## src/hdl/prh_pkg.sv

```systemverilog
// prh_pkg: widths, register map, reset values and shared types of the
// polynomial rolling hash unit; used by every other file of the block
`default_nettype none

package prh_pkg;

    // payload widths
    localparam int BYTE_W = 8;
    localparam int HASH_W = 32;
    localparam int ACC_W  = 2 * HASH_W;
    localparam int CNT_W  = $clog2(ACC_W);

    // configuration port
    localparam int PDATA_W   = 32;
    localparam int PADDR_W   = 3;
    localparam int REG_IDX_W = PADDR_W - 2;

    localparam logic [REG_IDX_W-1:0] REG_MULTIPLIER = REG_IDX_W'(0);
    localparam logic [REG_IDX_W-1:0] REG_MODULUS    = REG_IDX_W'(1);

    localparam logic [HASH_W-1:0] RESET_MULTIPLIER = HASH_W'(911382323);
    localparam logic [HASH_W-1:0] RESET_MODULUS    = HASH_W'(972663749);

    // configuration registers as seen by the datapath
    typedef struct packed {
        logic [HASH_W-1:0] multiplier;
        logic [HASH_W-1:0] modulus;
    } cfg_t;

    // request to the remainder unit
    typedef struct packed {
        logic              start;
        logic [ACC_W-1:0]  dividend;
        logic [HASH_W-1:0] divisor;
    } rem_req_t;

    // answer of the remainder unit
    typedef struct packed {
        logic              done;
        logic [HASH_W-1:0] remainder;
    } rem_rsp_t;

endpackage

`default_nettype wire

```

## src/hdl/prh_if.sv

```systemverilog
// prh_if: valid/ready channels of the rolling hash unit, byte input and
// hash output; depends on prh_pkg for the payload widths
`default_nettype none

interface prh_in_if;
    logic                       valid;
    logic                       ready;
    logic [prh_pkg::BYTE_W-1:0] data_byte;
    logic                       first_byte;
    logic                       last_byte;

    modport source (output valid, output data_byte, output first_byte,
                    output last_byte, input ready);
    modport sink (input valid, input data_byte, input first_byte,
                  input last_byte, output ready);
endinterface

interface prh_out_if;
    logic                       valid;
    logic                       ready;
    logic [prh_pkg::HASH_W-1:0] hash_value;

    modport source (output valid, output hash_value, input ready);
    modport sink (input valid, input hash_value, output ready);
endinterface

`default_nettype wire

```

## src/hdl/prh_cfg_regs.sv

```systemverilog
// prh_cfg_regs: APB-style register file holding multiplier and modulus
// depends on prh_pkg
`default_nettype none

module prh_cfg_regs (
    input  wire logic                          clk,
    input  wire logic                          rst_n,
    input  wire logic                          psel,
    input  wire logic                          penable,
    input  wire logic                          pwrite,
    input  wire logic [prh_pkg::PADDR_W-1:0]   paddr,
    input  wire logic [prh_pkg::PDATA_W-1:0]   pwdata,
    output logic      [prh_pkg::PDATA_W-1:0]   prdata,
    output prh_pkg::cfg_t                      cfg
);

    logic                            wr_en;
    logic [prh_pkg::REG_IDX_W-1:0]   reg_idx;
    logic [prh_pkg::HASH_W-1:0]      multiplier_reg;
    logic [prh_pkg::HASH_W-1:0]      multiplier_next;
    logic [prh_pkg::HASH_W-1:0]      modulus_reg;
    logic [prh_pkg::HASH_W-1:0]      modulus_next;

    assign wr_en   = psel && penable && pwrite;
    assign reg_idx = paddr[prh_pkg::PADDR_W-1:2];

    // write decode
    always_comb
    begin
        multiplier_next = multiplier_reg;
        modulus_next    = modulus_reg;
        if (wr_en)
        begin
            unique case (reg_idx)
                prh_pkg::REG_MULTIPLIER: multiplier_next = pwdata[prh_pkg::HASH_W-1:0];
                prh_pkg::REG_MODULUS:    modulus_next    = pwdata[prh_pkg::HASH_W-1:0];
                default:                 multiplier_next = multiplier_reg;
            endcase
        end
    end

    always_ff @(posedge clk or negedge rst_n)
    begin
        if (!rst_n)
        begin
            multiplier_reg <= prh_pkg::RESET_MULTIPLIER;
            modulus_reg    <= prh_pkg::RESET_MODULUS;
        end
        else
        begin
            multiplier_reg <= multiplier_next;
            modulus_reg    <= modulus_next;
        end
    end

    // read mux
    always_comb
    begin
        unique case (reg_idx)
            prh_pkg::REG_MULTIPLIER: prdata = prh_pkg::PDATA_W'(multiplier_reg);
            prh_pkg::REG_MODULUS:    prdata = prh_pkg::PDATA_W'(modulus_reg);
            default:                 prdata = '0;
        endcase
    end

    assign cfg.multiplier = multiplier_reg;
    assign cfg.modulus    = modulus_reg;

endmodule

`default_nettype wire

```

## src/hdl/prh_rem_unit.sv

```systemverilog
// prh_rem_unit: bit-serial remainder of a 64-bit word by a 32-bit modulus,
// one compare-subtract per cycle; a zero modulus keeps the low 32 bits
// depends on prh_pkg
`default_nettype none

module prh_rem_unit (
    input  wire logic      clk,
    input  wire logic      rst_n,
    input  wire prh_pkg::rem_req_t req,
    output prh_pkg::rem_rsp_t rsp
);

    logic                          busy_reg;
    logic                          busy_next;
    logic                          done_reg;
    logic                          done_next;
    logic [prh_pkg::CNT_W-1:0]     cnt_reg;
    logic [prh_pkg::CNT_W-1:0]     cnt_next;
    logic [prh_pkg::ACC_W-1:0]     shift_reg;
    logic [prh_pkg::ACC_W-1:0]     shift_next;
    logic [prh_pkg::HASH_W-1:0]    rem_reg;
    logic [prh_pkg::HASH_W-1:0]    rem_next;
    logic [prh_pkg::HASH_W-1:0]    div_reg;
    logic [prh_pkg::HASH_W-1:0]    div_next;
    logic [prh_pkg::HASH_W:0]      trial;
    logic [prh_pkg::HASH_W:0]      diff;
    logic                          fits;

    // one restoring step: bring down the next dividend bit, subtract if it fits
    assign trial = {rem_reg, shift_reg[prh_pkg::ACC_W-1]};
    assign diff  = trial - {1'b0, div_reg};
    assign fits  = trial >= {1'b0, div_reg};

    always_comb
    begin
        busy_next  = busy_reg;
        done_next  = 1'b0;
        cnt_next   = cnt_reg;
        shift_next = shift_reg;
        rem_next   = rem_reg;
        div_next   = div_reg;
        if (req.start)
        begin
            div_next = req.divisor;
            if (req.divisor == '0)
            begin
                // modulus of zero stands for 2^32
                rem_next  = req.dividend[prh_pkg::HASH_W-1:0];
                done_next = 1'b1;
                busy_next = 1'b0;
            end
            else
            begin
                shift_next = req.dividend;
                rem_next   = '0;
                cnt_next   = '1;
                busy_next  = 1'b1;
            end
        end
        else if (busy_reg)
        begin
            rem_next   = fits ? diff[prh_pkg::HASH_W-1:0] : trial[prh_pkg::HASH_W-1:0];
            shift_next = {shift_reg[prh_pkg::ACC_W-2:0], 1'b0};
            cnt_next   = cnt_reg - prh_pkg::CNT_W'(1);
            if (cnt_reg == '0)
            begin
                busy_next = 1'b0;
                done_next = 1'b1;
            end
        end
    end

    // control state
    always_ff @(posedge clk or negedge rst_n)
    begin
        if (!rst_n)
        begin
            busy_reg <= 1'b0;
            done_reg <= 1'b0;
            cnt_reg  <= '0;
        end
        else
        begin
            busy_reg <= busy_next;
            done_reg <= done_next;
            cnt_reg  <= cnt_next;
        end
    end

    // datapath
    always_ff @(posedge clk)
    begin
        shift_reg <= shift_next;
        rem_reg   <= rem_next;
        div_reg   <= div_next;
    end

    assign rsp.done      = done_reg;
    assign rsp.remainder = rem_reg;

    // partial remainder never reaches the modulus
    a_rem_below_mod: assert property (@(posedge clk) disable iff (!rst_n)
        busy_reg |-> rem_reg < div_reg)
        else $error("partial remainder not below modulus");

    // the serial loop only runs for a nonzero modulus
    a_busy_nonzero: assert property (@(posedge clk) disable iff (!rst_n)
        busy_reg |-> div_reg != '0)
        else $error("serial remainder running on zero modulus");

    // a new start is never issued while a division is in flight
    a_no_restart: assert property (@(posedge clk) disable iff (!rst_n)
        busy_reg |-> !req.start)
        else $error("remainder unit restarted while busy");

endmodule

`default_nettype wire

```

## src/hdl/polynomial_rolling_hash_unit.sv

```systemverilog
// Polynomial rolling hash unit. Each accepted byte passes in order through
// the 32x32 multiply-accumulate h*multiplier+byte, the bit-serial remainder
// by the modulus (one compare-subtract per cycle in the remainder unit) and
// the write-back of the running hash, before the unit returns to idle to
// take the next byte. With a modulus of zero the step keeps the low 32 bits.
// Only one byte is in work at a time; the hash of a finished string sits in
// an output register, so the next byte is taken while that word waits.
// The user must write multiplier and modulus through the APB port only
// while the unit is idle; the block itself does not enforce this.
// depends on prh_pkg, prh_if, prh_cfg_regs, prh_rem_unit
`default_nettype none

module polynomial_rolling_hash_unit (
    input  wire logic                          clk,
    input  wire logic                          rst_n,
    prh_in_if.sink                             in_chan,
    prh_out_if.source                          out_chan,
    input  wire logic                          psel,
    input  wire logic                          penable,
    input  wire logic                          pwrite,
    input  wire logic [prh_pkg::PADDR_W-1:0]   paddr,
    input  wire logic [prh_pkg::PDATA_W-1:0]   pwdata,
    output logic      [prh_pkg::PDATA_W-1:0]   prdata,
    output logic                               pready
);

    localparam logic [1:0] S_IDLE = 2'd0;
    localparam logic [1:0] S_MUL  = 2'd1;
    localparam logic [1:0] S_RED  = 2'd2;
    localparam logic [1:0] S_HOLD = 2'd3;

    prh_pkg::cfg_t                  cfg;
    prh_pkg::rem_req_t              rem_req;
    prh_pkg::rem_rsp_t              rem_rsp;

    logic [1:0]                     state_reg;
    logic [1:0]                     state_next;
    logic [prh_pkg::HASH_W-1:0]     hash_reg;
    logic [prh_pkg::HASH_W-1:0]     hash_next;
    logic [prh_pkg::HASH_W-1:0]     operand_reg;
    logic [prh_pkg::HASH_W-1:0]     operand_next;
    logic [prh_pkg::BYTE_W-1:0]     byte_reg;
    logic [prh_pkg::BYTE_W-1:0]     byte_next;
    logic                           last_reg;
    logic                           last_next;
    logic                           out_valid_reg;
    logic                           out_valid_next;
    logic [prh_pkg::HASH_W-1:0]     hash_out_reg;
    logic [prh_pkg::HASH_W-1:0]     hash_out_next;
    logic [prh_pkg::ACC_W-1:0]      mac;
    logic                           in_fire;
    logic                           slot_free;

    assign pready = 1'b1;

    prh_cfg_regs u_cfg (
        .clk     (clk),
        .rst_n   (rst_n),
        .psel    (psel),
        .penable (penable),
        .pwrite  (pwrite),
        .paddr   (paddr),
        .pwdata  (pwdata),
        .prdata  (prdata),
        .cfg     (cfg)
    );

    // multiply-accumulate feeding the remainder unit's load register
    assign mac = prh_pkg::ACC_W'(operand_reg) * prh_pkg::ACC_W'(cfg.multiplier)
               + prh_pkg::ACC_W'(byte_reg);

    assign rem_req.start    = (state_reg == S_MUL);
    assign rem_req.dividend = mac;
    assign rem_req.divisor  = cfg.modulus;

    prh_rem_unit u_rem (
        .clk   (clk),
        .rst_n (rst_n),
        .req   (rem_req),
        .rsp   (rem_rsp)
    );

    assign in_chan.ready = (state_reg == S_IDLE);
    assign in_fire       = in_chan.valid && in_chan.ready;
    assign slot_free     = !out_valid_reg || out_chan.ready;

    // sequencer
    always_comb
    begin
        state_next     = state_reg;
        hash_next      = hash_reg;
        operand_next   = operand_reg;
        byte_next      = byte_reg;
        last_next      = last_reg;
        out_valid_next = out_valid_reg && !out_chan.ready;
        hash_out_next  = hash_out_reg;
        unique case (state_reg)
            S_IDLE:
            begin
                if (in_fire)
                begin
                    operand_next = in_chan.first_byte ? '0 : hash_reg;
                    byte_next    = in_chan.data_byte;
                    last_next    = in_chan.last_byte;
                    state_next   = S_MUL;
                end
            end
            S_MUL:
            begin
                state_next = S_RED;
            end
            S_RED:
            begin
                if (rem_rsp.done)
                begin
                    if (!last_reg)
                    begin
                        hash_next  = rem_rsp.remainder;
                        state_next = S_IDLE;
                    end
                    else
                    begin
                        hash_next = '0;
                        if (slot_free)
                        begin
                            out_valid_next = 1'b1;
                            hash_out_next  = rem_rsp.remainder;
                            state_next     = S_IDLE;
                        end
                        else
                        begin
                            state_next = S_HOLD;
                        end
                    end
                end
            end
            S_HOLD:
            begin
                // result waits in the remainder unit until the output word frees
                if (slot_free)
                begin
                    out_valid_next = 1'b1;
                    hash_out_next  = rem_rsp.remainder;
                    state_next     = S_IDLE;
                end
            end
            default:
            begin
                state_next = S_IDLE;
            end
        endcase
    end

    // control state
    always_ff @(posedge clk or negedge rst_n)
    begin
        if (!rst_n)
        begin
            state_reg     <= S_IDLE;
            hash_reg      <= '0;
            out_valid_reg <= 1'b0;
        end
        else
        begin
            state_reg     <= state_next;
            hash_reg      <= hash_next;
            out_valid_reg <= out_valid_next;
        end
    end

    // payload
    always_ff @(posedge clk)
    begin
        operand_reg  <= operand_next;
        byte_reg     <= byte_next;
        last_reg     <= last_next;
        hash_out_reg <= hash_out_next;
    end

    assign out_chan.valid      = out_valid_reg;
    assign out_chan.hash_value = hash_out_reg;

    // an accepted word always goes to the multiply step
    a_accept_to_mul: assert property (@(posedge clk) disable iff (!rst_n)
        in_fire |=> state_reg == S_MUL)
        else $error("accepted word did not enter multiply step");

    // the remainder unit only reports back while the sequencer waits for it
    a_done_in_red: assert property (@(posedge clk) disable iff (!rst_n)
        rem_rsp.done |-> state_reg == S_RED)
        else $error("remainder done outside reduce state");

    // a finished string leaves the running hash cleared
    a_clear_after_last: assert property (@(posedge clk) disable iff (!rst_n)
        (state_reg == S_RED && rem_rsp.done && last_reg) |=> hash_reg == '0)
        else $error("running hash not cleared after last byte");

endmodule

`default_nettype wire

```

## src/flat_wrapper.sv

```systemverilog
// flat-port wrapper written by rule: the top's interface ports become plain ports
module polynomial_rolling_hash_unit_flat 
  (clk, rst_n, psel, penable, pwrite, paddr, pwdata, prdata, pready, in_chan_valid, in_chan_data_byte, in_chan_first_byte, in_chan_last_byte, in_chan_ready, out_chan_valid, out_chan_hash_value, out_chan_ready);
  prh_in_if in_chan_i ();
  prh_out_if out_chan_i ();
  input  wire logic clk;
  input  wire logic rst_n;
  input  wire logic psel;
  input  wire logic penable;
  input  wire logic pwrite;
  input  wire logic [prh_pkg::PADDR_W-1:0] paddr;
  input  wire logic [prh_pkg::PDATA_W-1:0] pwdata;
  output logic      [prh_pkg::PDATA_W-1:0] prdata;
  output logic pready;
  input wire logic [$bits(in_chan_i.valid)-1:0] in_chan_valid;
  input wire logic [$bits(in_chan_i.data_byte)-1:0] in_chan_data_byte;
  input wire logic [$bits(in_chan_i.first_byte)-1:0] in_chan_first_byte;
  input wire logic [$bits(in_chan_i.last_byte)-1:0] in_chan_last_byte;
  output wire logic [$bits(in_chan_i.ready)-1:0] in_chan_ready;
  output wire logic [$bits(out_chan_i.valid)-1:0] out_chan_valid;
  output wire logic [$bits(out_chan_i.hash_value)-1:0] out_chan_hash_value;
  input wire logic [$bits(out_chan_i.ready)-1:0] out_chan_ready;
  assign in_chan_i.valid = in_chan_valid;
  assign in_chan_i.data_byte = in_chan_data_byte;
  assign in_chan_i.first_byte = in_chan_first_byte;
  assign in_chan_i.last_byte = in_chan_last_byte;
  assign in_chan_ready = in_chan_i.ready;
  assign out_chan_valid = out_chan_i.valid;
  assign out_chan_hash_value = out_chan_i.hash_value;
  assign out_chan_i.ready = out_chan_ready;
  polynomial_rolling_hash_unit u_core (.clk(clk), .rst_n(rst_n), .in_chan(in_chan_i), .out_chan(out_chan_i), .psel(psel), .penable(penable), .pwrite(pwrite), .paddr(paddr), .pwdata(pwdata), .prdata(prdata), .pready(pready));
endmodule
```

## config.mk

```make
export PLATFORM = sky130hd
export DESIGN_NAME = polynomial_rolling_hash_unit_flat
export DESIGN_NICKNAME = d
export VERILOG_FILES = /design/src/hdl/prh_pkg.sv /design/src/hdl/prh_if.sv /design/src/hdl/prh_cfg_regs.sv /design/src/hdl/prh_rem_unit.sv /design/src/hdl/polynomial_rolling_hash_unit.sv /design/src/flat_wrapper.sv
export SDC_FILE = /design/constraint.sdc
export NUM_CORES = 2
export LEC_CHECK = 0
export CORE_ASPECT_RATIO = 1.5
export CORE_MARGIN = 2
export CORE_UTILIZATION = 45
export DETAILED_ROUTE_END_ITERATION = 7
export DONT_BUFFER_PORTS = 1
export MAX_ROUTING_LAYER = met4
export PLACE_DENSITY = 0.63
export SLEW_MARGIN = 15
export SYNTH_ARGS = -nofsm -noshare
export SYNTH_HDL_FRONTEND = slang
export SYNTH_SLANG_ARGS = --single-unit
```

## constraint.sdc

```tcl
create_clock -name clk -period 9.6 [get_ports clk]
set_input_delay 0.96 -clock clk [delete_from_list [all_inputs] [get_ports clk]]
set_output_delay 0.96 -clock clk [all_outputs]
set_load 0.01 [all_outputs]
```

==> metrics <==
status=complete, no violations; post-synthesis cell count=between 4000 and 5000; crit path cell chain=buf_4, nand2_1, fa_1, fa_1, fa_1, fa_1, inv_1, fa_1, fa_1, fa_1, inv_1, fa_1, inv_1, ha_1, nand2_1, nor2_1, a211oi_1, nand3_1, a31oi_1, a21oi_1, o311ai_0, a21oi_1, o31ai_1; crit path launch=u_core.u_cfg.multiplier_reg[13]; initial antenna violation count=6; Worst Path Max Fanout=25; ys async rst share=0.3474; area grow syn2layout=4.575%; Crit. path cell count=23; Max stage delay on crit path=roughly 1.1 ns; syn_area_per_cell=~10 um2; num rows=about 150; max reg flops=64; Setup crit end=u_core.u_rem.shift_reg[61]; required time of the critical path=9.96 ns; post-route ant nets=0; routability-driven placement congestion ratio=0.8994; CTS root buf=clkbuf_16; fin. max-slew vios=0; DRC=0; skew final=~0.025 ns; flop2flop setup slack=0.72 ns; final count of negative-setup-slack endpoints=0; drt initial violations=1822; Max Buffers Root-to-Sink=3; vias in the first global route=36760; Slew @ Worst Pin=1.150 ns; layout cells sized above 1=0.05887; post_cts resized=0; number of setup buffers added after CTS=0; vias post-DR=roughly 33000; count of state elements after synthesis=between 300 and 400; Die Span Y=between 400 and 500 um; Nets=6082; crit path kind=reg -> reg; CP arrival=9.23 ns; Critical Path Source Type=flip-flop; clk sinks=roughly 310; WL final=about 130000 um; fin crit share=0.9246; total track usage=0.2456; CP delay by family, top=adder cells; Starting Density=0.4530; MaxCap Viol Count=0; relative slew slack=0.2334; CTS H-tree depth=1; Overflow after GRT=0; Synth Flop Type=edfxtp_1; final hold viol count=0; f_max=roughly 110 MHz; Worst Hold Class=in -> async; reg2reg start=u_core.u_cfg.multiplier_reg[13]; WL/cell=slightly above 20 um; Reg2Reg Depth=23; total CTS buffers=26; worst skew pair latency=~0.57 ns; die extent in x=around 270 um; Setup TNS=0 ns; post-DR vias/cell=about 5.3; DP HPWL=between 100000 and 150000 um; Most common cell on crit path=fa_1; Reg-to-Reg End=u_core.u_rem.shift_reg[61]; sequential-to-total area share from yosys stat=0.1809; Yosys Warn Count=0; Cell Area, Synth=around 48000 um2; Worst path slowest cell=dfrtp_1; core area=between 100000 and 150000 um2; crit path time final=8.876 ns; fill count=about 10000; first-pass GRT wire length=about 200000 um; WP buf/inv=4; I/O pins=~120; largest net degree at the start of global routing=between 100 and 150; Pre-antenna DRT Iters=5; CP Capture Type=flip-flop; DIE AREA=~110000 um2; number of synthesized flops with an enable pin=around 200; Worst-path clk slew=0.08 ns; syn_nets=approximately 6200; PortBufs=0; post-synth cell types=78; unrepaired setup endpoints after global routing=false; Hold-fix buffers, CTS=0; CTS tree=done
-- layout by cell type, fill, tap and decap left out, drive strengths merged, types with 18 or more instances in the layout --
cell type  instances
a21o              43
a21oi            117
and2             643
and3              18
buf               96
clkbuf            42
dfrtp             72
dfstp             35
edfxtp           201
fa               905
ha               321
inv              948
mux2              97
mux2i             28
nand2            584
nand2b            41
nand3             34
nand4             30
nor2              83
nor2b             40
nor3              21
o21ai            137
o21bai            21
o22ai             23
xnor2             43
xor2              30
-- worst min-delay path by stage --
stage | startpoint | cells after the start | endpoint | slack, ns
floorplan | u_core.hash_reg[0] | 2 | u_core.hash_reg[0] | 0.44
global placement | u_core.hash_reg[30] | 2 | u_core.hash_reg[30] | 0.45
detailed placement | u_core.hash_reg[18] | 2 | u_core.hash_reg[18] | 0.46
CTS | rst_n | 0 | u_core.u_rem.cnt_reg[5] | 0.08
global route | rst_n | 0 | u_core.u_cfg.multiplier_reg[11] | 0.09
finish | rst_n | 0 | u_core.u_rem.cnt_reg[5] | 0.11
-- synth_stat cells, drive strengths merged, types with 28 or more instances --
library cell  count  area [um2]
o21ai           137       685.7
nand2b           41       256.5
mux2i            28       280.3
nand2           584        2195
ha              321        4016
edfxtp          201        6036
nand3            34       170.2
inv             948        3558
fa              905       18120
a21o             43       322.8
dfstp            35       919.6
nand4            30       193.9
xnor2            43       376.6
nor2b            40       250.2
xor2             30       262.8
dfrtp            72        1802
clkbuf          254       957.2
and2            643        4024
mux2             97        1092
a21oi           117       585.6
nor2             83       314.1
-- area by class of cell --
type	instances	area (um2)	share of cell area
clock buffers	42	752.0	0.01486
inverters	949	3563	0.07040
clock inverters	6	36.28	0.0007168
repair buffers	96	720.7	0.01424
well taps	1415	1770	0.03498
multi-input cells	3423	35010	0.6916
diodes	4	10.01	0.0001977
flip-flops and latches	308	8757	0.1730
-- layer usage --
layer / global-route usage / wire length [um] / up-vias
met5: - / 0 / -
met4: 0.09591 / 5393 / 0
met3: 0.02839 / 5580 / 275
met2: 0.4454 / 67430 / 757
met1: 0.2753 / 47900 / 17170
li1: - / - / 14900
-- through the flow --
| stage | area (um2) | setup WS, ns | utilization | instances | hold WS [ns] |
|---|---|---|---|---|---|
| 2_1_floorplan | 48400 | 2.107 | - | 4956 | 0.4407 |
| 3_3_place_gp | 49820 | 0.8699 | 0.4662 | 6191 | 0.4530 |
| 3_5_place_dp | 49820 | 0.7942 | 0.4662 | 6191 | 0.4621 |
| 4_1_cts | 50610 | 0.7462 | 0.4736 | 6239 | 0.07894 |
| 5_1_grt | 50620 | 0.3392 | 0.4737 | 6242 | 0.08672 |
| 6_report | 50620 | 0.7238 | 0.4737 | 6243 | 0.1063 |
-- cell families (layout without fill, tap and decap cells) --
| kind of cell | count (synthesis) | count (layout) | synth area share |
|---|---|---|---|
| muxes | 125 | 125 | 0.02836 |
| AOI/OAI and AO/OA | 462 | 462 | 0.06025 |
| buffers and inverters | 1225 | 1093 | 0.09616 |
| DFF | 308 | 308 | 0.1809 |
| adders and majority gates | 1226 | 1226 | 0.4573 |
| xor gates and xnor gates | 73 | 73 | 0.01321 |
| and+or+nand+nor | 1536 | 1536 | 0.1638 |
| other | 1 | 5 | 0.00007747 |
Power is not shown: default switching activity piles up to over one toggle a cycle in this logic, so the estimate is an artifact.
